`src/rtl/core/bfx_pkg.sv`:
```
// ----------------------------------------------------------------------------
// bfx_pkg: shared types and constants of the IR execute unit
// Opcodes, status codes, state machine types and the command record that
// travels from the front part to the back part.
// ----------------------------------------------------------------------------
package bfx_pkg;

   localparam int TAPE_CELLS_DEF = 65536;
   localparam int CELL_BITS_DEF  = 8;
   localparam int PC_BITS_DEF    = 16;

   // Fixed field widths of the item and result formats.
   localparam int FUNC_BITS     = 4;
   localparam int ARG_BITS      = 16;
   localparam int BYTE_BITS     = 8;
   localparam int PTR_BITS      = 16;
   localparam int STATUS_BITS   = 2;
   localparam int REQ_DATA_BITS = 32;
   localparam int RSP_DATA_BITS = 40;
   localparam int RSP_USER_BITS = 3;

   // The tape index never needs more bits than the pointer has.
   localparam int INDEX_BITS = 16;

   localparam int CMD_QUEUE_DEPTH = 2;

   typedef enum logic [FUNC_BITS-1:0] {
      OP_ADD    = 4'd1,
      OP_MOVE   = 4'd2,
      OP_JUMP   = 4'd3,
      OP_ADDOFF = 4'd4,
      OP_IN     = 4'd5,
      OP_OUT    = 4'd6,
      OP_CLEAR  = 4'd7,
      OP_END    = 4'd8
   } bfx_op_type;

   typedef enum logic [STATUS_BITS-1:0] {
      ST_RUN   = 2'd0,
      ST_ENDED = 2'd1,
      ST_BADOP = 2'd2
   } bfx_status_type;

   typedef enum logic [1:0] {
      F_IDLE,
      F_MUL,
      F_FOLD,
      F_PUSH
   } bfx_front_state_type;

   typedef enum logic [1:0] {
      B_IDLE,
      B_CUR,
      B_TGT
   } bfx_back_state_type;

   typedef struct packed {
      logic [FUNC_BITS-1:0]  func;
      logic [ARG_BITS-1:0]   arg;
      logic [BYTE_BITS-1:0]  in_byte;
      logic [INDEX_BITS-1:0] cur_index;
      logic [INDEX_BITS-1:0] tgt_index;
      logic [PTR_BITS-1:0]   tape_ptr;
   } bfx_cmd_type;

endpackage

```
`src/rtl/core/bfx_addr_fold.sv`:
```
// ----------------------------------------------------------------------------
// bfx_addr_fold: reduces a 16-bit address modulo the tape size
// Two registered steps: a reciprocal multiply estimates the quotient, then
// the remainder is formed and corrected by one compare and subtract.
// ----------------------------------------------------------------------------
module bfx_addr_fold #(
   parameter int TAPE_CELLS = bfx_pkg::TAPE_CELLS_DEF
) (
   input  logic                            clock,
   input  logic                            en_mul,
   input  logic                            en_sub,
   input  logic [bfx_pkg::PTR_BITS-1:0]    raw,
   output logic [bfx_pkg::INDEX_BITS-1:0]  index
);
   import bfx_pkg::*;

   // floor(2^32 / TAPE_CELLS) fits in 25 bits for at least 256 cells.
   localparam logic [24:0] RECIP = 25'((64'd1 << 32) / TAPE_CELLS);
   localparam logic [17:0] CELLS = 18'(TAPE_CELLS);

   logic [40:0] prod;
   logic [8:0]  q_ff;
   logic [25:0] qn;
   logic [17:0] r_ff;
   logic [17:0] r_in;
   logic [17:0] r_fix;

   // The estimate is low by at most one, so the remainder stays below 2N.
   assign prod = 41'(raw) * 41'(RECIP);
   assign qn   = 26'(q_ff) * 26'(TAPE_CELLS);
   assign r_in = 18'(raw) - qn[17:0];

   always_ff @(posedge clock) begin
      if (en_mul) begin
         q_ff <= prod[40:32];
      end
      if (en_sub) begin
         r_ff <= r_in;
      end
   end

   assign r_fix = (r_ff >= CELLS) ? (r_ff - CELLS) : r_ff;
   assign index = r_fix[INDEX_BITS-1:0];
endmodule

```
`src/rtl/core/bfx_front.sv`:
```
// ----------------------------------------------------------------------------
// bfx_front: instruction intake and pointer tracking
// Accepts items, keeps the tape pointer, folds the current and target
// addresses into tape indexes and pushes commands into the queue.
// ----------------------------------------------------------------------------
module bfx_front #(
   parameter int TAPE_CELLS = bfx_pkg::TAPE_CELLS_DEF
) (
   input  logic                          clock,
   input  logic                          reset,
   input  logic                          clr_busy,
   input  logic                          req_tvalid,
   output logic                          req_tready,
   input  logic [bfx_pkg::FUNC_BITS-1:0] req_func,
   input  logic [bfx_pkg::ARG_BITS-1:0]  req_arg,
   input  logic [bfx_pkg::BYTE_BITS-1:0] req_in_byte,
   input  logic                          q_full,
   output logic                          q_push,
   output bfx_pkg::bfx_cmd_type          q_entry
);
   import bfx_pkg::*;

   bfx_front_state_type state_ff, state_in;

   logic [PTR_BITS-1:0]   pointer_ff;
   logic [PTR_BITS-1:0]   ptr_sum;
   logic [FUNC_BITS-1:0]  func_ff;
   logic [ARG_BITS-1:0]   arg_ff;
   logic [BYTE_BITS-1:0]  in_byte_ff;
   logic [PTR_BITS-1:0]   tptr_ff;
   logic [PTR_BITS-1:0]   raw_cur_ff;
   logic [PTR_BITS-1:0]   raw_tgt_ff;
   logic [INDEX_BITS-1:0] cur_index;
   logic [INDEX_BITS-1:0] tgt_index;
   logic                  accept;
   logic                  is_move;
   logic                  en_mul;
   logic                  en_sub;

   assign accept  = req_tvalid && req_tready;
   assign ptr_sum = pointer_ff + req_arg;
   assign is_move = (req_func == OP_MOVE);

   always_comb begin
      state_in = state_ff;
      unique case (state_ff)
         F_IDLE: if (accept) state_in = F_MUL;
         F_MUL:  state_in = F_FOLD;
         F_FOLD: state_in = F_PUSH;
         F_PUSH: if (!q_full) state_in = F_IDLE;
         default: state_in = F_IDLE;
      endcase
   end

   always_comb begin
      req_tready = (state_ff == F_IDLE) && !clr_busy;
      en_mul     = (state_ff == F_MUL);
      en_sub     = (state_ff == F_FOLD);
      q_push     = (state_ff == F_PUSH) && !q_full;
   end

   always_ff @(posedge clock) begin
      if (reset) begin
         state_ff   <= F_IDLE;
         pointer_ff <= '0;
      end else begin
         state_ff <= state_in;
         if (accept && is_move) begin
            pointer_ff <= ptr_sum;
         end
      end
   end

   always_ff @(posedge clock) begin
      if (accept) begin
         func_ff    <= req_func;
         arg_ff     <= req_arg;
         in_byte_ff <= req_in_byte;
         raw_cur_ff <= pointer_ff;
         raw_tgt_ff <= ptr_sum;
         tptr_ff    <= is_move ? ptr_sum : pointer_ff;
      end
   end

   bfx_addr_fold #(.TAPE_CELLS(TAPE_CELLS)) u_fold_cur (
      .clock  (clock),
      .en_mul (en_mul),
      .en_sub (en_sub),
      .raw    (raw_cur_ff),
      .index  (cur_index)
   );

   bfx_addr_fold #(.TAPE_CELLS(TAPE_CELLS)) u_fold_tgt (
      .clock  (clock),
      .en_mul (en_mul),
      .en_sub (en_sub),
      .raw    (raw_tgt_ff),
      .index  (tgt_index)
   );

   always_comb begin
      q_entry.func      = func_ff;
      q_entry.arg       = arg_ff;
      q_entry.in_byte   = in_byte_ff;
      q_entry.cur_index = cur_index;
      q_entry.tgt_index = tgt_index;
      q_entry.tape_ptr  = tptr_ff;
   end
endmodule

```
`config.mk`:
```
export PLATFORM = sky130hd
export DESIGN_NAME = bfx_front
export DESIGN_NICKNAME = d
export VERILOG_FILES = /design/src/rtl/core/bfx_pkg.sv /design/src/rtl/core/bfx_addr_fold.sv /design/src/rtl/core/bfx_front.sv
export SDC_FILE = /design/constraint.sdc
export NUM_CORES = 1
export LEC_CHECK = 0
export BUFFER_PORTS_ARGS = -buffer_cell sky130_fd_sc_hd__buf_2
export CAP_MARGIN = 15
export CELL_PAD_IN_SITES_DETAIL_PLACEMENT = 1
export CELL_PAD_IN_SITES_GLOBAL_PLACEMENT = 1
export CORE_ASPECT_RATIO = 0.7
export CORE_MARGIN = 4
export CORE_UTILIZATION = 43
export CTS_CLUSTER_DIAMETER = 50
export CTS_CLUSTER_SIZE = 14
export DETAILED_ROUTE_END_ITERATION = 8
export GPL_TIMING_DRIVEN = 0
export PLACE_DENSITY_LB_ADDON = 0.08
export SLEW_MARGIN = 0
export SYNTH_ARGS = -nofsm -noshare
export SYNTH_HDL_FRONTEND = slang
export SYNTH_SLANG_ARGS = --single-unit
```
`constraint.sdc`:
```
create_clock -name clock -period 3.9 [get_ports clock]
set_input_delay 0.195 -clock clock [delete_from_list [all_inputs] [get_ports clock]]
set_output_delay 0.195 -clock clock [all_outputs]
set_load 0.03 [all_outputs]
```
# After elaboration in Yosys (flattened, before gate mapping)
# Cells that the tools add are included.
# totals
output_inout_bits	78
register_bits	126
in_bits	33
elab_cells	35
# op_classes
magnitude_cmp	2
n_reduce_logical	8
n_mux	6
eq_ne	6
addsub	3
# op_table
operator	n
2-to-1 mux 16 bit	3
greater-or-equal comparator 16 x 17 -> 1 bit (second input constant)	2
subtractor 16 x 1 -> 16 bit (second input constant)	2
adder 16 bit	1
one-hot mux 2 bit (4 select lines)	1
equality test 2 bit (second input constant)	2
equality test 4 x 2 -> 1 bit (second input constant)	1
logical AND 1 bit	4
2-to-1 mux 2 bit	2
inequality test 2 bit (second input constant)	2
equality test 2 x 1 -> 1 bit (second input constant)	1
logical NOT 1 bit	2
logical NOT 2 bit	1
AND reduction 2 bit	1

# Logic depth before layout (Yosys ltp)
# Gate-level depths: netlist of run 1.
# depth
word_depth	5
ltp_mapped	9
depth_no_buf	9

# Modules after synthesis
# A second synthesis of run 1 with hierarchy kept.
# unflattened
hier_cells	352
area_unflattened_um2	5057.4
# by_module_without_submodules
module	instances	seq_area_each_um2	cells_each	area_each_um2
bfx_front	1	2642.5	320	4096.4
bfx_addr_fold	2	480.5	16	480.5

# Worst setup path before layout of run 1
# OpenSTA, ideal clock, no wires.
# synth_timing
kind	register to register
from	register state_ff[0]
to	register pointer_ff[15]
path_buffers	0
setup_time_ns	0.123
t_arrival_ns	3.790
period_less_slack_ns	3.914
path_stages_with_launch	9
required_time_ns	3.777
path_slack_ns	-0.014
path_cell_list	dfxtp_1 > inv_1 > ha_1 > nor2b_1 > nand2_1 > inv_1 > nand2_1 > nor3b_1 > mux2_1
# synth_via
elab_chain_cells	4
# synth_lines
element	line	rtl
from (decl)	bfx_front.sv:23	bfx_front_state_type state_ff, state_in;
from (signal assigned)	bfx_front.sv:67	state_ff <= state_in;
logical NOT 2 bit	bfx_front.sv:56	req_tready = (state_ff == F_IDLE) && !clr_busy;
logical AND 1 bit	bfx_front.sv:56	
via req_tready	bfx_front.sv:13	output logic req_tready,
logical AND 1 bit	bfx_front.sv:40	assign accept = req_tvalid && req_tready;
via accept	bfx_front.sv:35	logic accept;
logical AND 1 bit	bfx_front.sv:68	if (accept && is_move) begin
to (signal assigned)	bfx_front.sv:69	pointer_ff <= ptr_sum;
to (decl)	bfx_front.sv:25	logic [PTR_BITS-1:0] pointer_ff;
# The timed path passes the listed nets, and every way through them passes these cells.
# A chain may end at the register's enable or synchronous reset.

# Worst setup path after layout of run 1
# layout_timing
from	register state_ff[0]
to	register pointer_ff[10]
# layout_via
elab_chain_cells	4
# layout_lines
element	line
logical NOT 2 bit	bfx_front.sv:56
logical AND 1 bit	bfx_front.sv:56
logical AND 1 bit	bfx_front.sv:40
via accept	bfx_front.sv:35
logical AND 1 bit	bfx_front.sv:68
# The timed path passes the listed nets, and every way through them passes these cells.

==> impl_metrics.toml, run 1 <==
[floorplanning]
row_count = 32
dieWidth_microns = 135
ioPinCount = 111
initial_utilization_pct = 44.2
die_area_sq_um = 13200
core-area_sq_um = 11100
die_h_microns = 97.2

[finish]
drive_gt1_share_pct = 30.6
multi_input_area_sq_um = 1210
n_antenna_cell = 0
final_common_cell = "buf_2"
syn_to_final_growth_pct = 33.6
mostFrequentLayoutCells = "buf_2, edfxtp_1, nand2_1"
seq_area_sq_um = 3600
fillers = 1152
final_nets = 546
final_area_sq_um = 6530
final_util_pct = 59.1

[sta]
drv_slew = 0
finalHoldViolCount = 0
rsz0062_at_grt = "no"
fin_crit_sh_pct = 81.7
fin_hold_ws_ps = 23.3
max_freq_ghz = 0.314
tightest_slew_ps = 868
fin_crit_ps = 3180
setup_viol = 0
maxSlewHeadroom_pct = 42.2
fin_worst_skew_ps = 9.56

[critical_path]
rr_startpoint = "state_ff[0]$_SDFFE_PP0P_"
path_depth = 9
endpoint = "pointer_ff[10]$_SDFFE_PP0P_"
crit_chain = "inv_1 > ha_1 > nor2b_1 > nand2_1 > clkinvlp_4 > nand2_1 > clkbuf_1 > nand2_1 > a21oi_1"
critPathTopFamily = "buffers and inverters"
arrival_ps = 3520
end_kind = "flip-flop"
path_max_fanout = 36
cp_slowest_cell = "clkinvlp_4"
path_buf_inv = 3
rrSetupSlack_ps = 720
r2r_cells = 9
cp-startpoint = "state_ff[0]$_SDFFE_PP0P_"
path_common_cell = "nand2_1"
start_kind = "flip-flop"
slowest_delay_ps = 700
r2r_end = "pointer_ff[10]$_SDFFE_PP0P_"
worst-setup-path-type = "flip-flop to flip-flop"
cp.required_ps = 4240

[synthesis]
netlist_top_cells_area = "edfxtp_1, dfxtp_1, nand2_1"
synth-simple-area-share_pct = 8.12
ys_seq_area_share_pct = 73.8
synth_top_family_by_area = "simple AND/OR/NAND/NOR gates"
avgSynthCellArea_sq_um = 14.5
netlist.area_leader.share_pct = 66.4
yosys.area.top_type = "edfxtp_1"
synth_edf_count = 108
synth_adder_area_share_pct = 5.28
yosys_warnings = 0
netlist_area_sq_um = 4890
netlist_instances = 337
ys_ff_latch = 126
synth-main-ff-cell = "edfxtp_1"
muxShareOfSynthArea_pct = 0.461
synth_cell_types = 40
synth_compound_area_share_pct = 7.96
syn_nets = 390
synth_xor_area_share_pct = 2.87
synth-async-reset-ratio_pct = 0

[clocking]
cts_tree = "built"
h-tree-depth = 4
clk_pin_slew_ps = 60
clock_path_buffers = 2
cts_setup_buffers = 0
numCtsBuffers = 17
cts_sinks = 126
ctsResizeCount = 0
cts-root-buf = "clkbuf_16"
insertion_delay_ps = 420

[detailed_routing]
ant_nets = 0
vias = 3222
drt-initial-drc-count = 119
post_drt_wl_per_cell_microns = 17.9
drtPass1Iterations = 4
via_per_inst = 4.89
totalWireLength_microns = 11800
drc = 0

[global_routing]
grt_max_degree = 43
grt_pass1_wl_microns = 18700
grt_overflow = 0
antenna_found_initial = 0
grt_pass1_vias = 3552
grt.total_usage_pct = 18.9

[pwr]
power.density_nw_per_um2 = 623
leakage_nw = 2.59
vdd_ir_drop_max_v = 0.000359

[place]
post_dp_cell_area_sq_um = 5650
place_congestion = 0.757
portBuffers = 110
dp_hpwl_microns = 7760

[run]
drv_cap = 0

[run_status]
status = "complete, no violations"

[hold_path]
worst_hold_path_type = "input pin to flip-flop"
==> kinds of logic (layout without fill, tap and decap cells) <==
family	Yosys count	in the layout
mux	2	2
xor+xnor	16	16
compound gates	60	60
simple gates	93	93
fa+ha+maj	20	20
flops	126	126
buf+inv	20	189
==> what timing repair did <==
item / CTS / global route
endpoints found under the setup margin: 0 / 0
endpoints found under the hold margin: 26 / 0
hold buffers: 26 / 0
==> worst min-delay path by stage <==
stage | startpoint | endpoint | slack [ps] | cells past startpoint
2_1_floorplan | req_arg[0] | arg_ff[0]$_DFFE_PP_ | 290 | 0
3_3_place_gp | req_in_byte[4] | in_byte_ff[4]$_DFFE_PP_ | 370 | 1
3_5_place_dp | req_in_byte[6] | in_byte_ff[6]$_DFFE_PP_ | 370 | 1
4_1_cts | req_arg[15] | arg_ff[15]$_DFFE_PP_ | 20 | 1
5_1_grt | req_arg[15] | arg_ff[15]$_DFFE_PP_ | 20 | 1
6_report | req_arg[15] | arg_ff[15]$_DFFE_PP_ | 20 | 1
==> cell usage after synthesis (2+ instances only) <==
| cell type | count |
|---|---|
| a21oi_1 | 23 |
| nand2_1 | 64 |
| xnor2_1 | 8 |
| edfxtp_1 | 108 |
| o211ai_1 | 2 |
| nor2_1 | 13 |
| nand3b_1 | 2 |
| nor2b_1 | 3 |
| a21o_1 | 4 |
| inv_1 | 12 |
| dfxtp_1 | 18 |
| xor2_1 | 8 |
| clkbuf_1 | 6 |
| o21bai_1 | 2 |
| a21oi_2 | 4 |
| nor3b_1 | 3 |
| o21ai_0 | 4 |
| o21ai_1 | 9 |
| a211oi_1 | 3 |
| ha_1 | 19 |
| nand3_1 | 3 |
==> metal layers <==
layer  global-route usage (%)  vias up  part of all wire, %
met1                     24.3     1587                   45
met5                        0        -                    0
met4                     4.65        0                 0.55
met3                     6.68        4                  5.5
met2                     30.9       93                   49
li1                         -     1538                    -
==> through the flow <==
step | std cells | power, mW | TNS (ps) | setup slack, ps
CTS | 659 | 4.11 | 0 | 610
global placement | 600 | 2.43 | -1180 | -132
global route | 659 | 4.24 | 0 | 356
detailed placement | 601 | 2.46 | 0 | 706
floorplan | 337 | 2.23 | 0 | 782
finish | 659 | 4.07 | 0 | 715
==> sequential cells by signal (all words and copies together), names as in the netlist <==
name,flops
arg_ff,16
pointer_ff,16
raw_cur_ff,16
raw_tgt_ff,16
tptr_ff,16
u_fold_cur.r_ff,16
u_fold_tgt.r_ff,16
in_byte_ff,8
func_ff,4
state_ff,2
==> worst reg2reg max path, cell delays in order, from the launching register on <==
cell and delay (ps):
dfxtp_1 350, inv_1 90, ha_1 220, nor2b_1 140
nand2_1 200, clkinvlp_4 700, nand2_1 590, clkbuf_1 520
nand2_1 140, a21oi_1 160
==> power breakdown <==
| part | internal, mW | switching (mW) |
|---|---|---|
| registers | 1.71 | 0.0514 |
| clock network | 1.02 | 0.608 |
| logic | 0.173 | 0.510 |
| total | 2.90 | 1.17 |
==> layout make-up <==
cell class | instances | share of cell area (%)
multi-input combinational | 191 | 18.5
tap | 153 | 2.93
clock inverter | 14 | 2.82
inverter | 13 | 0.805
buffer | 7 | 0.422
clock buffer | 18 | 6.57
timing repair buffer | 137 | 12.7
sequential | 126 | 55.2
(Power assumes the default switching activity.)
==> run 2, diff against run 1 <==
- clock period: 3.9 -> 3.05 ns (I/O delays scaled with it)
==> run 2 against run 1 <==
Clock skew is 2.9 ps higher. Clock-buffer cell count is the same. Register-to-register slack lost 340 ps. Via count rose by 1.1%. Sequential share of layout area shrank 0.15 points. Global-route usage grew 0.23 points. Cell area up 0.27%. Final cell count grew 0.76%. Wire length increased by 0.61%. Sequential power is 28% higher. Non-clock buffer count grew 4.
==> impl_metrics.toml, run 2 (synthesis gave the netlist of run 1 again) <==
[run_status]
status = "complete, no violations"

[floorplanning]
core-area_sq_um = 11100
row_count = 32
initial_utilization_pct = 44.2
ioPinCount = 111
die_area_sq_um = 13200
dieWidth_microns = 135
die_h_microns = 97.2

[sta]
fin_worst_skew_ps = 12.4
setup_slack_ps = 319
rsz0062_at_grt = "no"
finalHoldViolCount = 0
tightest_slew_ps = 900
max_freq_ghz = 0.366
setup_viol = 0
fin_crit_ps = 2730
maxSlewHeadroom_pct = 39.6
fin_crit_sh_pct = 89.5
drv_slew = 0

[place]
pre_cts_slack_ps = -388
place_congestion = 0.790
portBuffers = 110
post_dp_cell_area_sq_um = 5660
dp_hpwl_microns = 7730

[clocking]
h-tree-depth = 4
cts-root-buf = "clkbuf_16"
clk_pin_slew_ps = 50
insertion_delay_ps = 420
clock_path_buffers = 2
cts_sinks = 126
cts_tree = "built"
numCtsBuffers = 17

[global_routing]
antenna_found_initial = 0
grt_overflow = 0
grt_max_degree = 45
grt_pass1_vias = 3515
grt_pass1_wl_microns = 19000
grt.total_usage_pct = 19.1

[critical_path]
arrival_ps = 2890
cp_slowest_cell = "dlygate4sd3_1"
r2r_end = "tptr_ff[12]$_DFFE_PP_"
rrSetupSlack_ps = 380
crit_chain = "dlygate4sd3_1 > buf_2 > ha_1 > fa_1 > a21oi_2 > o21ai_2 > a211oi_4 > o21bai_2 > a21oi_2 > xnor2_1 > mux2_2"
rr_startpoint = "pointer_ff[0]$_SDFFE_PP0P_"
cp.required_ps = 3210
path_max_fanout = 3
cp-startpoint = "req_arg[0]"
path_common_cell = "a21oi_2"
r2r_cells = 9
end_kind = "flip-flop"
critPathTopFamily = "compound AO/OA/AOI/OAI gates"
slowest_delay_ps = 540
worst-setup-path-type = "input pin to flip-flop"
start_kind = "input pin"
path_buf_inv = 2

[detailed_routing]
post_drt_wl_per_cell_microns = 17.9
vias = 3257
drc = 0
drt-initial-drc-count = 156
totalWireLength_microns = 11900
via_per_inst = 4.91
drtPass1Iterations = 4
ant_nets = 0

[finish]
fillers = 1144
drive_gt1_share_pct = 31.1
syn_to_final_growth_pct = 34.0
final_nets = 551
final_area_sq_um = 6550
n_antenna_cell = 0
mostFrequentLayoutCells = "buf_2, edfxtp_1, nand2_1"
final_common_cell = "buf_2"

[pwr]
power.density_nw_per_um2 = 785
leakage_nw = 2.60
vdd_ir_drop_max_v = 0.000566

[hold_path]
worst_hold_path_type = "input pin to flip-flop"
min_to = "pointer_ff[13]$_SDFFE_PP0P_"
hold_depth = 3
min-delay-start = "reset"

[run]
drv_cap = 0
[run 2: through the flow]
stage	instances	TNS [ps]	util (%)	hold slack [ps]	power, mW
final	664	0	59.2	107	5.14
after global routing	664	0	59.2	114	5.36
after CTS	662	0	59.1	88.7	5.18
after detailed placement	601	-3500	51.2	331	3.15
after global placement	600	-13330	51.0	329	3.10
after floorplan	337	0	-	251	2.85
[run 2: repair_timing]
item | in CTS | in global routing
hold endpoints to repair | 28 | 0
buffers inserted | 0 | 2
pin swaps | 0 | 0
setup endpoints to repair | 11 | 10
resized for setup | 1 | 0
hold buffers | 28 | 0
cloned | 1 | 0
[run 2: how the worst max path moves through the flow]
stage,to,slack (ps),cells after the start
floorplan,pointer_ff[10]$_SDFFE_PP0P_,70,9
global placement,pointer_ff[14]$_SDFFE_PP0P_,-1000,9
detailed placement,pointer_ff[6]$_SDFFE_PP0P_,-390,10
CTS,pointer_ff[6]$_SDFFE_PP0P_,60,10
global route,tptr_ff[12]$_DFFE_PP_,220,11
finish,tptr_ff[12]$_DFFE_PP_,320,11
[run 2: metal layers]
layer / up-vias / routed length [microns] / track usage [%]
met4: 0 / 137 / 5.42
met1: 1581 / 5320 / 24.0
met2: 111 / 5740 / 31.6
met3: 11 / 685 / 6.57
li1: 1554 / - / -
met5: - / 0 / 0
[run 2: worst reg2reg max path: cells and delay by family (launching register included)]
family,cells,cell delay (ps)
adder cells (fa/ha/maj),2,680
multiplexers,1,290
flip-flops,1,340
XOR/XNOR,1,150
AO/OA/AOI/OAI,5,950
[run 2: layout make-up]
type	count	area [sq um]	share of cell area [%]
flip-flops and latches	126	3600	55.1
multi-input cells	191	1210	18.5
repair buffers	141	866	13.2
clock buffers	18	429	6.56
well taps	153	191	2.92
clock inverters	14	158	2.41
inverters	13	52.6	0.803
plain buffers	7	28.8	0.440
repair inverters	1	5.00	0.0765
[run 2: power breakdown]
part / total, mW / internal, mW / switching (mW)
clock network: 2.00 / 1.22 / 0.777
logic: 0.893 / 0.234 / 0.659
registers: 2.25 / 2.18 / 0.0670
