`src/rtl/core/bfx_pkg.sv`:
```
// ----------------------------------------------------------------------------
// bfx_pkg: shared types and constants of the IR execute unit
// Opcodes, status codes, state machine types and the command record that
// travels from the front part to the back part.
// ----------------------------------------------------------------------------
package bfx_pkg;

   localparam int TAPE_CELLS_DEF = 65536;
   localparam int CELL_BITS_DEF  = 8;
   localparam int PC_BITS_DEF    = 16;

   // Fixed field widths of the item and result formats.
   localparam int FUNC_BITS     = 4;
   localparam int ARG_BITS      = 16;
   localparam int BYTE_BITS     = 8;
   localparam int PTR_BITS      = 16;
   localparam int STATUS_BITS   = 2;
   localparam int REQ_DATA_BITS = 32;
   localparam int RSP_DATA_BITS = 40;
   localparam int RSP_USER_BITS = 3;

   // The tape index never needs more bits than the pointer has.
   localparam int INDEX_BITS = 16;

   localparam int CMD_QUEUE_DEPTH = 2;

   typedef enum logic [FUNC_BITS-1:0] {
      OP_ADD    = 4'd1,
      OP_MOVE   = 4'd2,
      OP_JUMP   = 4'd3,
      OP_ADDOFF = 4'd4,
      OP_IN     = 4'd5,
      OP_OUT    = 4'd6,
      OP_CLEAR  = 4'd7,
      OP_END    = 4'd8
   } bfx_op_type;

   typedef enum logic [STATUS_BITS-1:0] {
      ST_RUN   = 2'd0,
      ST_ENDED = 2'd1,
      ST_BADOP = 2'd2
   } bfx_status_type;

   typedef enum logic [1:0] {
      F_IDLE,
      F_MUL,
      F_FOLD,
      F_PUSH
   } bfx_front_state_type;

   typedef enum logic [1:0] {
      B_IDLE,
      B_CUR,
      B_TGT
   } bfx_back_state_type;

   typedef struct packed {
      logic [FUNC_BITS-1:0]  func;
      logic [ARG_BITS-1:0]   arg;
      logic [BYTE_BITS-1:0]  in_byte;
      logic [INDEX_BITS-1:0] cur_index;
      logic [INDEX_BITS-1:0] tgt_index;
      logic [PTR_BITS-1:0]   tape_ptr;
   } bfx_cmd_type;

endpackage

```
`src/rtl/core/bfx_cmd_queue.sv`:
```
// ----------------------------------------------------------------------------
// bfx_cmd_queue: short command FIFO between front and back
// Holds decoded commands so that either side can stall on its own.
// ----------------------------------------------------------------------------
module bfx_cmd_queue (
   input  logic                 clock,
   input  logic                 reset,
   input  logic                 push,
   input  bfx_pkg::bfx_cmd_type push_entry,
   input  logic                 pop,
   output bfx_pkg::bfx_cmd_type head,
   output logic                 empty,
   output logic                 full
);
   import bfx_pkg::*;

   localparam int QAW = $clog2(CMD_QUEUE_DEPTH);
   localparam int CW  = $clog2(CMD_QUEUE_DEPTH + 1);

   bfx_cmd_type      entry_ff [CMD_QUEUE_DEPTH];
   logic [QAW-1:0]   wr_ptr_ff;
   logic [QAW-1:0]   rd_ptr_ff;
   logic [CW-1:0]    count_ff;

   assign empty = (count_ff == '0);
   assign full  = (count_ff == CW'(CMD_QUEUE_DEPTH));
   assign head  = entry_ff[rd_ptr_ff];

   always_ff @(posedge clock) begin
      if (push) begin
         entry_ff[wr_ptr_ff] <= push_entry;
      end
   end

   always_ff @(posedge clock) begin
      if (reset) begin
         wr_ptr_ff <= '0;
         rd_ptr_ff <= '0;
         count_ff  <= '0;
      end else begin
         if (push) begin
            wr_ptr_ff <= wr_ptr_ff + 1'b1;
         end
         if (pop) begin
            rd_ptr_ff <= rd_ptr_ff + 1'b1;
         end
         if (push && !pop) begin
            count_ff <= count_ff + 1'b1;
         end else if (pop && !push) begin
            count_ff <= count_ff - 1'b1;
         end
      end
   end
endmodule

```
`config.mk`:
```
export PLATFORM = sky130hd
export DESIGN_NAME = bfx_cmd_queue
export DESIGN_NICKNAME = d
export VERILOG_FILES = /design/src/rtl/core/bfx_pkg.sv /design/src/rtl/core/bfx_cmd_queue.sv
export SDC_FILE = /design/constraint.sdc
export NUM_CORES = 1
export LEC_CHECK = 0
export BUFFER_PORTS_ARGS = -buffer_cell sky130_fd_sc_hd__clkbuf_2
export CAP_MARGIN = 5
export CORE_ASPECT_RATIO = 0.5
export CORE_MARGIN = 5
export CORE_UTILIZATION = 55
export CTS_CLUSTER_DIAMETER = 50
export DETAILED_ROUTE_END_ITERATION = 16
export PLACE_DENSITY = 0.83
export SYNTH_ARGS = -nofsm -noshare
export SYNTH_HDL_FRONTEND = slang
export SYNTH_SLANG_ARGS = --single-unit
```
`constraint.sdc`:
```
create_clock -name clock -period 13.5 [get_ports clock]
set_input_delay 2.025 -clock clock [delete_from_list [all_inputs] [get_ports clock]]
set_output_delay 2.025 -clock clock [all_outputs]
set_load 0.1 [all_outputs]
```
Word level (Yosys, flattened, before mapping) --
Memories as Yosys holds them, arrays and structs flattened. A register that Yosys moved wholly into a read port is not among the register bits. Index checks and enable logic that the tools add are counted.
Storage, ports and cells: flip-flop bits (word level) 4, output and inout bits 78, input bits 80, memories 1, bits in writable memories 152, logic and storage cells 21
Operators by class: multiplexer cells 6, reductions and logical operators 6, add/sub/neg operators 4, equality and inequality tests 1
Memory list:
- entry_ff | depth 2, width 76, rd ports 1, clocked after memory_dff 1, wr ports 1, line bfx_cmd_queue.sv:20 | bfx_cmd_type entry_ff [CMD_QUEUE_DEPTH];
Operators by type and width (count):
- two-way mux 1 bit | 4
- two-way mux 2 bit | 2
- adder 1 bit, second input constant | 2
- adder 2 x 1 -> 2 bit, second input constant | 1
- == test 2 bit, second input constant | 1
- logical AND 1 bit | 2
- zero test 1 bit | 2
- zero test 2 bit | 1
- nonzero test 2 bit | 1
- subtractor 2 x 1 -> 2 bit, second input constant | 1

Longest topological paths before layout --
Gate-level depths: netlist (run 1).
depth after elaboration 4, depth in mapped cells 5

Worst setup path after synthesis (run 1) --
OpenSTA, ideal clock, no wires.
path type in2reg, start input port push, end memory entry_ff[0][0] (netlist bit) (enable), buffers on the path 0, arrival time 5.352 ns, cell stages on the path 1, setup slack 7.628 ns, path through nor2b_1
On the way: longest elaborated chain between the ends 2
RTL lines:
- start, declared | line bfx_cmd_queue.sv:8 | input logic push,
- two-way mux 1 bit | line bfx_cmd_queue.sv:30 | if (push) begin
- two-way mux 1 bit (implied by the code) | line bfx_cmd_queue.sv:31 | entry_ff[wr_ptr_ff] <= push_entry;
- end, declared | line bfx_cmd_queue.sv:20
Every way passes these cells.

==> metrics.md, run 1 <==
| Metric | Value |
|---|---|
| Outcome | finished clean |
| TritonRoute pass-1 iters | 4 |
| Seq pwr share | 43.3% |
| Placed Area | 6770 um^2 |
| Clk pwr share | 34.4% |
| Initial antenna violation count | 0 |
| Synth area leaders | edfxtp_1 78%, mux2_4 10%, mux2_2 6.9% |
| FMAX | roughly 0.22 GHz |
| CP Launch Type | register |
| GRT Overall Usage | between 10% and 20% |
| Rel. slew slack | 30.4% |
| Placer Congestion | 0.764 |
| Largest net degree at the start of global routing | 77 |
| Commonest non-fill, non-tap cell in the layout | clkbuf_2 |
| Seq/Total Area, Yosys | 79.8% |
| Unrepaired setup endpoints after global routing | no |
| Clock Path Buffers | 2 |
| Die W | 156 um |
| Root buffer cell | clkbuf_16 |
| Critical Path Fanout Max | 40 |
| Most frequent cells in the layout | 157 x clkbuf_2, 152 x edfxtp_1, 40 x mux2_4 |
| Syn avg cell area | 22.7 um^2 |
| First-pass GRT wire length | between 15000 and 20000 um |
| Largest area contributor in the netlist | edfxtp_1 |
| Setup bufs post-CTS | 0 |
| Number of global-route vias before repair | 3151 |
| Initial Util | between 50% and 60% |
| Fin crit share | 34.2% |
| Worst-Skew Late Latency | 0.40 ns |
| Die height | 82.9 um |
| WL/cell | 17.9 um |
| Hold buffers post-CTS | 0 |
| Top-area cell type share of the netlist area | 78.1% |
| Core region area | 10300 um^2 |
| Synthesis-to-layout area growth | 25.8% |
| Minimum clock period after layout | 4.62 ns |
| Nets | 509 |
| CTS resizes | 0 |
| Remaining antenna violation count | 0 |
| Ports | 158 |
| Ratio of cells with drive above 1 in the final layout | a little over 60% |
| Synthesized cell area | just under 6000 um^2 |
| Die ar. | 12900 um^2 |
| Critical Path RT | 11.48 ns |
| Syn Nets | about 340 |
| Setup-failing EPs final | 0 |
| Comb pwr share | approximately 22% |
| Slew Limit Fails | 0 |
| Final Cell Area | 7350 um^2 |
| Setup TNS | 0 ns |
| Worst hold path type | register to register |
| P_leak | between 2 and 3 nW |
| Tightest Pin Transition | 1.04 ns |
| Data arrival, critical path | 2.60 ns |
| Synth Instances | 258 |
| NetSw | around 440 uW |
| Switching share of power | 32.7% |
| Clock Skew | approximately 0.010 ns |
| Routed Wire Length | 10400 um |
| Synth warn | 0 |
| Sink Count | 157 |
| Int Pwr | roughly 900 uW |
| CTS H-Tree Depth | 4 |
| Number of port buffers | 157 |
| Via count | approximately 2900 |
| DRC violations left | 0 |
| Setup crit end kind | primary output |
| Post-DP HPWL | 7100 um |
| Synth Register Bits | 157 |
| Clk slew on worst S/H paths | 0.06 ns |
| CTS tree | built |
| Max Cap Viol | 0 |
| Final hold viol count | 0 |
| Crit path kind | register to primary output |
| Yosys cell types | 18 |
| Rows | 26 |
| Antenna diodes | 0 |
| PwrDens | 183 nW/um^2 |
| Grt ovf | 0 |
| Total CTS buffers | 17 |
| 1st-iter DRT viols | 107 |
| Worst IR Drop VDD | 0.101 mV |
| Via density per instance | 4.95 |
| Post-layout util | between 70% and 80% |
## registers in the layout, summed over array words and instances (netlist names), named ones only
register   count
count_ff       2
entry_ff     152
rd_ptr_ff      1
wr_ptr_ff      1
## worst max-delay path: stages, from the launching register on
cell and delay, ns:
dfxtp_4 0.72, buf_4 0.64, mux2_2 0.42, clkbuf_2 0.37
## cell families (layout without fill, tap and decap cells)
family | Yosys count | in the layout | synth area share (%)
AOI/OAI and AO/OA | 2 | 2 | 0.171
xor gates and xnor gates | 4 | 4 | 0.600
adders and majority gates | 1 | 1 | 0.214
buffers and inverters | 9 | 192 | 1.22
DFF | 157 | 157 | 79.8
muxes | 76 | 76 | 17.2
and+or+nand+nor | 9 | 9 | 0.771
## cell usage after synthesis
cell / n
buf_6: 4
and2_1: 1
and2b_1: 1
buf_2: 3
xnor2_1: 2
edfxtp_1: 152
mux2_2: 36
or3_1: 1
dfxtp_1: 5
ha_1: 1
nor2_1: 5
mux2_4: 40
o21ai_0: 1
inv_1: 1
xor2_1: 2
buf_4: 1
a21oi_1: 1
nor2b_1: 1
## per-layer routing
layer / wire [um] / GRT usage [%] / vias to the layer above
met1: 3880 / 18.4 / 1415
met3: 398 / 3.58 / 19
met2: 5880 / 30.3 / 72
li1: - / - / 1368
met5: 0 / 0 / -
met4: 234 / 8.10 / 0
## path summary, 6_finish.rpt
kind / to / slack [ns] / depth (start not counted) / from
worst max-delay path: head[55] / 8.88 / 3 / register
worst min-delay path: count_ff[1] / 0.52 / 2 / count_ff[1]
worst max register to register: entry_ff[0][47] / 11.32 / 2 / wr_ptr_ff
worst min register to register: count_ff[1] / 0.52 / 2 / count_ff[1]
## power by group through the flow
stage	clock (mW)	combinational (mW)	sequential, mW
2_1_floorplan	0	0.260	0.587
3_3_place_gp	0	0.297	0.590
3_5_place_dp	0	0.300	0.593
4_1_cts	0.471	0.301	0.582
5_1_grt	0.496	0.307	0.585
6_report	0.462	0.298	0.582
## per-stage QoR
step / setup slack [ns] / hold WS, ns / power, mW / std cells
floorplan: 7.63 / 0.462 / 0.847 / 258
global placement: 9.31 / 0.483 / 0.888 / 549
detailed placement: 9.27 / 0.503 / 0.893 / 549
CTS: 8.84 / 0.514 / 1.35 / 581
global route: 8.75 / 0.559 / 1.39 / 581
finish: 8.88 / 0.521 / 1.34 / 581
## area by class of cell
cell class | count | area [um^2]
multi-input cells | 92 | 1120
inverters | 1 | 3.75
flip-flops and latches | 157 | 4670
well taps | 140 | 175
clock buffers | 17 | 425
clock inverters | 15 | 160
fillers | 659 | 2930
repair buffers | 159 | 801
(Power assumes the default switching activity.)
==> run 2: changes to the inputs <==
Settings changed: ABC_AREA set to 1, CORE_UTILIZATION 55 to 52, PLACE_DENSITY 0.83 to 0.79.
Clock period 13.5 ns to 4.34 ns, I/O delays scaled along.
==> metrics.md, run 2 <==
| Metric | Value |
|---|---|
| Setup TNS | 0 ns (unchanged) |
| Final hold viol count | 0 (unchanged) |
| NetSw | 1.27 mW (+190%) |
| Rel. slew slack | 42.1% (+12 points) |
| Setup bufs post-CTS | 0 (unchanged) |
| CTS tree | built |
| Synth Register Bits | 157 (unchanged) |
| Asr flop ratio synth | 0% (unchanged) |
| Yosys cell types | 17 (-1) |
| Max Cap Viol | 0 (unchanged) |
| Switching share of power | 32.3% (-0.36 points) |
| Dpl ws | 1.74 ns (-7.53 ns) |
| Initial Util | 53.2% (-3.6 points) |
| Top Registers | entry_ff (152), count_ff (2) |
| Die height | 85.1 um (+2.7%) |
| Post-synth EDFFs | 152 (unchanged) |
| Comb pwr share | 22.0% (-0.2 points) |
| Seq pwr share | 45.8% (+2.5 points) |
| Synth warn | 0 (unchanged) |
| FMAX | 0.333 GHz |
| Number of global-route vias before repair | 3169 (+0.57%) |
| Core region area | 11000 um^2 (+7.1%) |
| GRT Overall Usage | 15.4% (-1.3 points) |
| Number of port buffers | 157 (unchanged) |
| P_leak | 2.91 nW (+0.36%) |
| Remaining antenna violation count | 0 (unchanged) |
| Post-DP HPWL | 6990 um (-1.6%) |
| Root buffer cell | clkbuf_16 |
| Setup crit end kind | primary output |
| Die ar. | 13600 um^2 (+5.6%) |
| Clock Skew | 0.0104 ns (+0.000170 ns) |
| PwrDens | 535 nW/um^2 (+190%) |
| Sink Count | 157 (unchanged) |
| Crit path kind | register to primary output |
| CTS H-Tree Depth | 4 (unchanged) |
| Setup-failing EPs final | 0 (unchanged) |
| Via density per instance | 4.87 (-1.5%) |
| Initial antenna violation count | 0 (unchanged) |
| Largest area contributor in the netlist | edfxtp_1 |
| R2R depth | 3 (+1) |
| Post-layout util | 66.6% (-4.9 points) |
| WL/cell | 17.0 um (-4.7%) |
| Total CTS buffers | 17 (unchanged) |
| DRC violations left | 0 (unchanged) |
| Synthesis-to-layout area growth | 25.0% |
| Clk slew on worst S/H paths | 0.06 ns (about the same) |
| R2R Setup Slk | 2.39 ns (-8.93 ns) |
| Fin crit share | ~70% |
| Filler instances | 762 (+16%) |
| Ports | 158 (unchanged) |
| Placed Area | 6820 um^2 (+0.85%) |
| Synth Instances | 269 (+4.3%) |
| Worst IR Drop VDD | 0.298 mV (+200%) |
| Critical Path Fanout Max | 50 (+25%) |
| Grt ovf | 0 (unchanged) |
| Final setup margin | 1.34 ns (-7.54 ns) |
| CTS resizes | 0 (unchanged) |
| Seq/Total Area, Yosys | 79.5% (-0.27 points) |
| Clock Path Buffers | 2 (unchanged) |
| Routed Wire Length | 10200 um (-2.1%) |
| Int Pwr | 2.66 mW (+190%) |
| Syn avg cell area | 21.8 um^2 (-3.8%) |
| Outcome | finished clean |
| Hold buffers post-CTS | 0 (unchanged) |
| Ratio of cells with drive above 1 in the final layout | 59.1% (-1.7 points) |
| Commonest non-fill, non-tap cell in the layout | clkbuf_2 |
| Rows | 27 (+3.8%) |
| Unrepaired setup endpoints after global routing | no |
| Synth top cells by count | 152 x edfxtp_1, 40 x mux2_4, 36 x mux2_2, 9 x inv_1, 7 x nor2_1 |
| Clk pwr share | 32.2% (-2.2 points) |
| Placer Congestion | 0.713 (-6.7%) |
| CP Launch Type | register |
| TritonRoute pass-1 iters | 4 (unchanged) |
| Reg2reg start | wr_ptr_ff |
| Most common cell in the netlist | edfxtp_1 |
| Critical Path RT | 3.69 ns (-7.79 ns) |
| Worst-Skew Late Latency | 0.40 ns (about the same) |
| 1st-iter DRT viols | 130 (+21%) |
| Worst hold path type | primary input to register |
| Via count | 2909 (+1.2%) |
| Top-area cell type share of the netlist area | 77.8% (-0.27 points) |
| Power, Total | 3.92 mW (+190%) |
| Most frequent cells in the layout | 157 x clkbuf_2, 152 x edfxtp_1, 40 x mux2_4 |
| Data arrival, critical path | 2.35 ns (-0.25 ns) |
| Minimum clock period after layout | 3.00 ns |
| Synth area leaders | edfxtp_1 78%, mux2_4 10%, mux2_2 6.9% |
| Top FF cell, synth | edfxtp_1 |
| Max reg flops | 152 (unchanged) |
| Syn Nets | 350 (+3.2%) |
| Tightest Pin Transition | 0.867 ns (-0.177 ns) |
| Synthesized cell area | 5860 um^2 (+0.34%) |
| First-pass GRT wire length | 15900 um (-2.1%) |
| Antenna diodes | 0 (unchanged) |
| Slew Limit Fails | 0 (unchanged) |
| Nets | 521 (+2.4%) |
| Die W | 160 um (+2.8%) |
| Most flops, register | entry_ff |
| CP endpoint | head[56] |
| Final Cell Area | 7330 um^2 (-0.26%) |
| Largest net degree at the start of global routing | 56 (-27%) |
| End of the worst register-to-register path | entry_ff[1][36] |
==> run 2: changes by cell type in the layout (fill, tap and decap cells not counted), moves of 2 or more <==
cell	change
xor2_1	-2
nand2_1	+5
clkbuf_1	+2
bufinv_16	-2
clkinv_2	+6
inv_1	+7
buf_12	+2
clkinv_4	+2
inv_6	-5
==> run 2: through the flow <==
| step | hold slack [ns] | cells |
|---|---|---|
| 6_report | 0.431 | 597 |
| 5_1_grt | 0.414 | 597 |
| 4_1_cts | 0.416 | 597 |
| 3_5_place_dp | 0.523 | 566 |
| 3_3_place_gp | 0.496 | 566 |
| 2_1_floorplan | 0.480 | 269 |
==> run 2: per-layer routing <==
metal  GRT usage, %  up-vias  share of wire (%)
met1           16.0     1438                 38
met2           30.4       66                 58
met5              0        -                  0
met4           5.39        0               0.76
met3           3.69        8                3.7
li1               -     1397                  -
==> run 2: kinds of logic after synthesis <==
group	after synthesis	share of synthesized area, %
AND/OR/NAND/NOR	15	1.05
adder cells (fa/ha/maj)	1	0.213
buffers and inverters	17	1.73
flip-flops	157	79.5
multiplexers	76	17.2
XOR/XNOR	1	0.149
AO/OA/AOI/OAI	2	0.171
==> run 2: final cells by class <==
type,count,area (um^2),share of cell area (%)
clock buffer,19,433,5.90
clock inverter,12,76.3,1.04
inverter,9,35.0,0.478
multi-input combinational,95,1110,15.1
sequential,157,4670,63.7
tap,145,181,2.47
timing repair buffer,160,833,11.4
==> run 2: how the worst min path moves through the flow <==
stage	startpoint	to	slack [ns]	depth (start not counted)
final	push_entry[57]	entry_ff[1][57]	0.43	1
after floorplan	rd_ptr_ff	register	0.48	2
after detailed placement	rd_ptr_ff	rd_ptr_ff	0.52	2
after global routing	push_entry[4]	entry_ff[0][4]	0.41	1
after CTS	push_entry[57]	entry_ff[0][57]	0.42	1
after global placement	rd_ptr_ff	rd_ptr_ff	0.50	2
==> run 2: power by group through the flow <==
stage	Combinational (mW)	Clock, mW	Sequential (mW)
2_1_floorplan	0.758	0	1.80
3_3_place_gp	0.865	0	1.82
3_5_place_dp	0.872	0	1.83
4_1_cts	0.874	1.29	1.80
5_1_grt	0.894	1.37	1.80
6_report	0.864	1.26	1.80
==> run 2: critical path, stage by stage (launching register included) <==
cell and delay (ns):
dfxtp_4 0.84, buf_12 0.31, mux2_2 0.36, clkbuf_2 0.37
==> run 3: changes to the inputs <==
Clock period 4.34 ns to 2.85 ns, I/O delays scaled along.
==> metrics.md, run 3 (synthesized netlist as in run 2, its figures left out) <==
| Metric | Value |
|---|---|
| FMAX | a little over 0.4 GHz |
| Antenna diodes | 0 (unchanged) |
| Hold depth | 1 (unchanged) |
| Remaining antenna violation count | 0 (unchanged) |
| Hold buffers post-CTS | 0 (unchanged) |
| Clock Skew | 0.00689 ns (-0.00347 ns) |
| Sink Count | 157 (unchanged) |
| CTS tree | built |
| Largest net degree at the start of global routing | 44 (-21%) |
| Placer Congestion | 0.693 (-2.8%) |
| Top Registers | entry_ff (152), count_ff (2) |
| CTS resizes | 0 (unchanged) |
| Worst-Skew Late Latency | 0.41 ns (about the same) |
| Max Cap Viol | 0 (unchanged) |
| Filler instances | 754 (-1.0%) |
| Nets | 523 (+0.38%) |
| Grt ovf | 0 (unchanged) |
| Ports | 158 (unchanged) |
| Routed Wire Length | 10400 um (+1.9%) |
| Beginning of the worst hold path | push_entry[32] |
| Setup bufs post-CTS | 0 (unchanged) |
| Post-layout util | 67.6% (+1.0 points) |
| GRT Overall Usage | 15.8% (+0.39 points) |
| Max reg flops | 152 (unchanged) |
| Slew Limit Fails | 0 (unchanged) |
| Critical Path RT | 2.42 ns (-1.27 ns) |
| Clk slew on worst S/H paths | 0.06 ns (about the same) |
| Setup-failing EPs final | 0 (unchanged) |
| Data arrival, critical path | 2.02 ns (-0.33 ns) |
| Commonest non-fill, non-tap cell in the layout | clkbuf_2 |
| Most frequent cells in the layout | 157 x clkbuf_2, 152 x edfxtp_1, 40 x mux2_4 |
| Crit path buffers/inverters | 2 (unchanged) |
| Total CTS buffers | 17 (unchanged) |
| 1st-iter DRT viols | 106 (-18%) |
| Crit path kind | register to primary output |
| Slowest cell on crit path | buf_4 |
| CP Launch Type | register |
| Minimum clock period after layout | 2.45 ns |
| CTS H-Tree Depth | 4 (unchanged) |
| Max stage delay on crit path | 0.46 ns (-0.38 ns) |
| Worst hold path endpoint | entry_ff[1][32] |
| Setup crit end kind | primary output |
| Dpl ws | 0.826 ns (-0.911 ns) |
| TritonRoute pass-1 iters | 4 (unchanged) |
| First-pass GRT wire length | 16300 um (+2.6%) |
| Tightest Pin Transition | 0.678 ns (-0.189 ns) |
| Outcome | finished clean |
| Root buffer cell | clkbuf_16 |
| Final hold viol count | 0 (unchanged) |
| Clock Path Buffers | 2 (unchanged) |
| Via count | 2948 (+1.3%) |
| DP Cell Count | 568 (+0.35%) |
| R2R Setup Slk | 1.16 ns (-1.23 ns) |
| End of the worst register-to-register path | entry_ff[1][25] |
| Rows | 27 (unchanged) |
| Setup TNS | 0 ns (unchanged) |
| Most flops, register | entry_ff |
| PwrDens | 853 nW/um^2 (+59%) |
| Initial antenna violation count | 0 (unchanged) |
| Die height | 85.1 um (unchanged) |
| Initial Util | 53.2% (unchanged) |
| Number of port buffers | 157 (unchanged) |
| Via density per instance | 4.91 (+0.83%) |
| Post-DP HPWL | 6880 um (-1.5%) |
| Ratio of cells with drive above 1 in the final layout | 58.9% (-0.17 points) |
| Final setup margin | 0.402 ns (-0.940 ns) |
| Finished Layout Cells | 600 (+0.50%) |
| WL/cell | 17.3 um (+1.4%) |
| Rel. slew slack | 54.7% (+13 points) |
| Number of global-route vias before repair | 3326 (+5.0%) |
| Core region area | 11000 um^2 (unchanged) |
| Worst IR Drop VDD | 0.562 mV (+88%) |
| P_leak | 2.96 nW (+1.8%) |
| Die W | 160 um (unchanged) |
| Synthesis-to-layout area growth | 26.9% |
| Critical Path Fanout Max | 34 (-32%) |
| Power, Total | 6.35 mW (+62%) |
| CP top delay family | buffers and inverters |
| Worst hold path type | primary input to register |
| Fin crit share | 85.9% |
| Unrepaired setup endpoints after global routing | no |
| Die ar. | 13600 um^2 (unchanged) |
| R2R depth | 3 (unchanged) |
| Critical-path cell list | buf_4, mux2_2, clkbuf_2 |
| Reg2reg start | wr_ptr_ff |
| DRC violations left | 0 (unchanged) |
-- run 3: changes by cell type in the layout (fill, tap and decap cells not counted) --
cell / delta
clkinv_1: +2
clkinv_2: -3
clkinv_4: -1
buf_4: +2
clkinvlp_4: -1
bufinv_16: +4
-- run 3: worst max path at each step --
| stage | endpoint | slack (ns) | cells past startpoint | start |
|---|---|---|---|---|
| final | head[55] | 0.40 | 3 | register |
| after global routing | head[55] | 0.31 | 3 | register |
| after CTS | head[55] | 0.37 | 3 | register |
| after detailed placement | head[62] | 0.83 | 3 | register |
| after global placement | head[63] | 0.86 | 3 | register |
| after floorplan | entry_ff[0][0] | 0.003 | 2 | push |
-- run 3: routing by layer --
metal | routed length [um] | global-route usage (%) | vias up | share of wire, %
met4 | 118 | 5.00 | 0 | 1.1
met1 | 3900 | 16.2 | 1467 | 38
li1 | - | - | 1398 | -
met5 | 0 | 0 | - | 0
met2 | 5810 | 30.1 | 71 | 56
met3 | 536 | 5.87 | 12 | 5.2
-- run 3: where the power goes --
part | total, mW | switching (mW) | internal, mW
registers | 2.70 | 0.0315 | 2.67
clock network | 2.30 | 0.843 | 1.45
logic | 1.35 | 1.08 | 0.277
-- run 3: final cells by class --
class / count / area [um^2] / share of cell area, %
sequential: 157 / 4670 / 62.7
multi-input combinational: 95 / 1110 / 14.9
timing repair buffer: 162 / 848 / 11.4
clock buffer: 19 / 433 / 5.82
tap: 145 / 181 / 2.44
clock inverter: 13 / 173 / 2.32
inverter: 9 / 35.0 / 0.471
-- run 3: worst reg2reg max path: stages (launching register included) --
cell	delay (ns)
dfxtp_1	0.34
nand2_1	0.09
clkinv_2	0.53
buf_12	0.43
-- run 3: metrics by stage --
stage,instance area [um^2],hold WS [ns]
floorplan,5870,0.480
global placement,6840,0.505
detailed placement,6840,0.506
CTS,7440,0.186
global route,7440,0.177
finish,7440,0.201
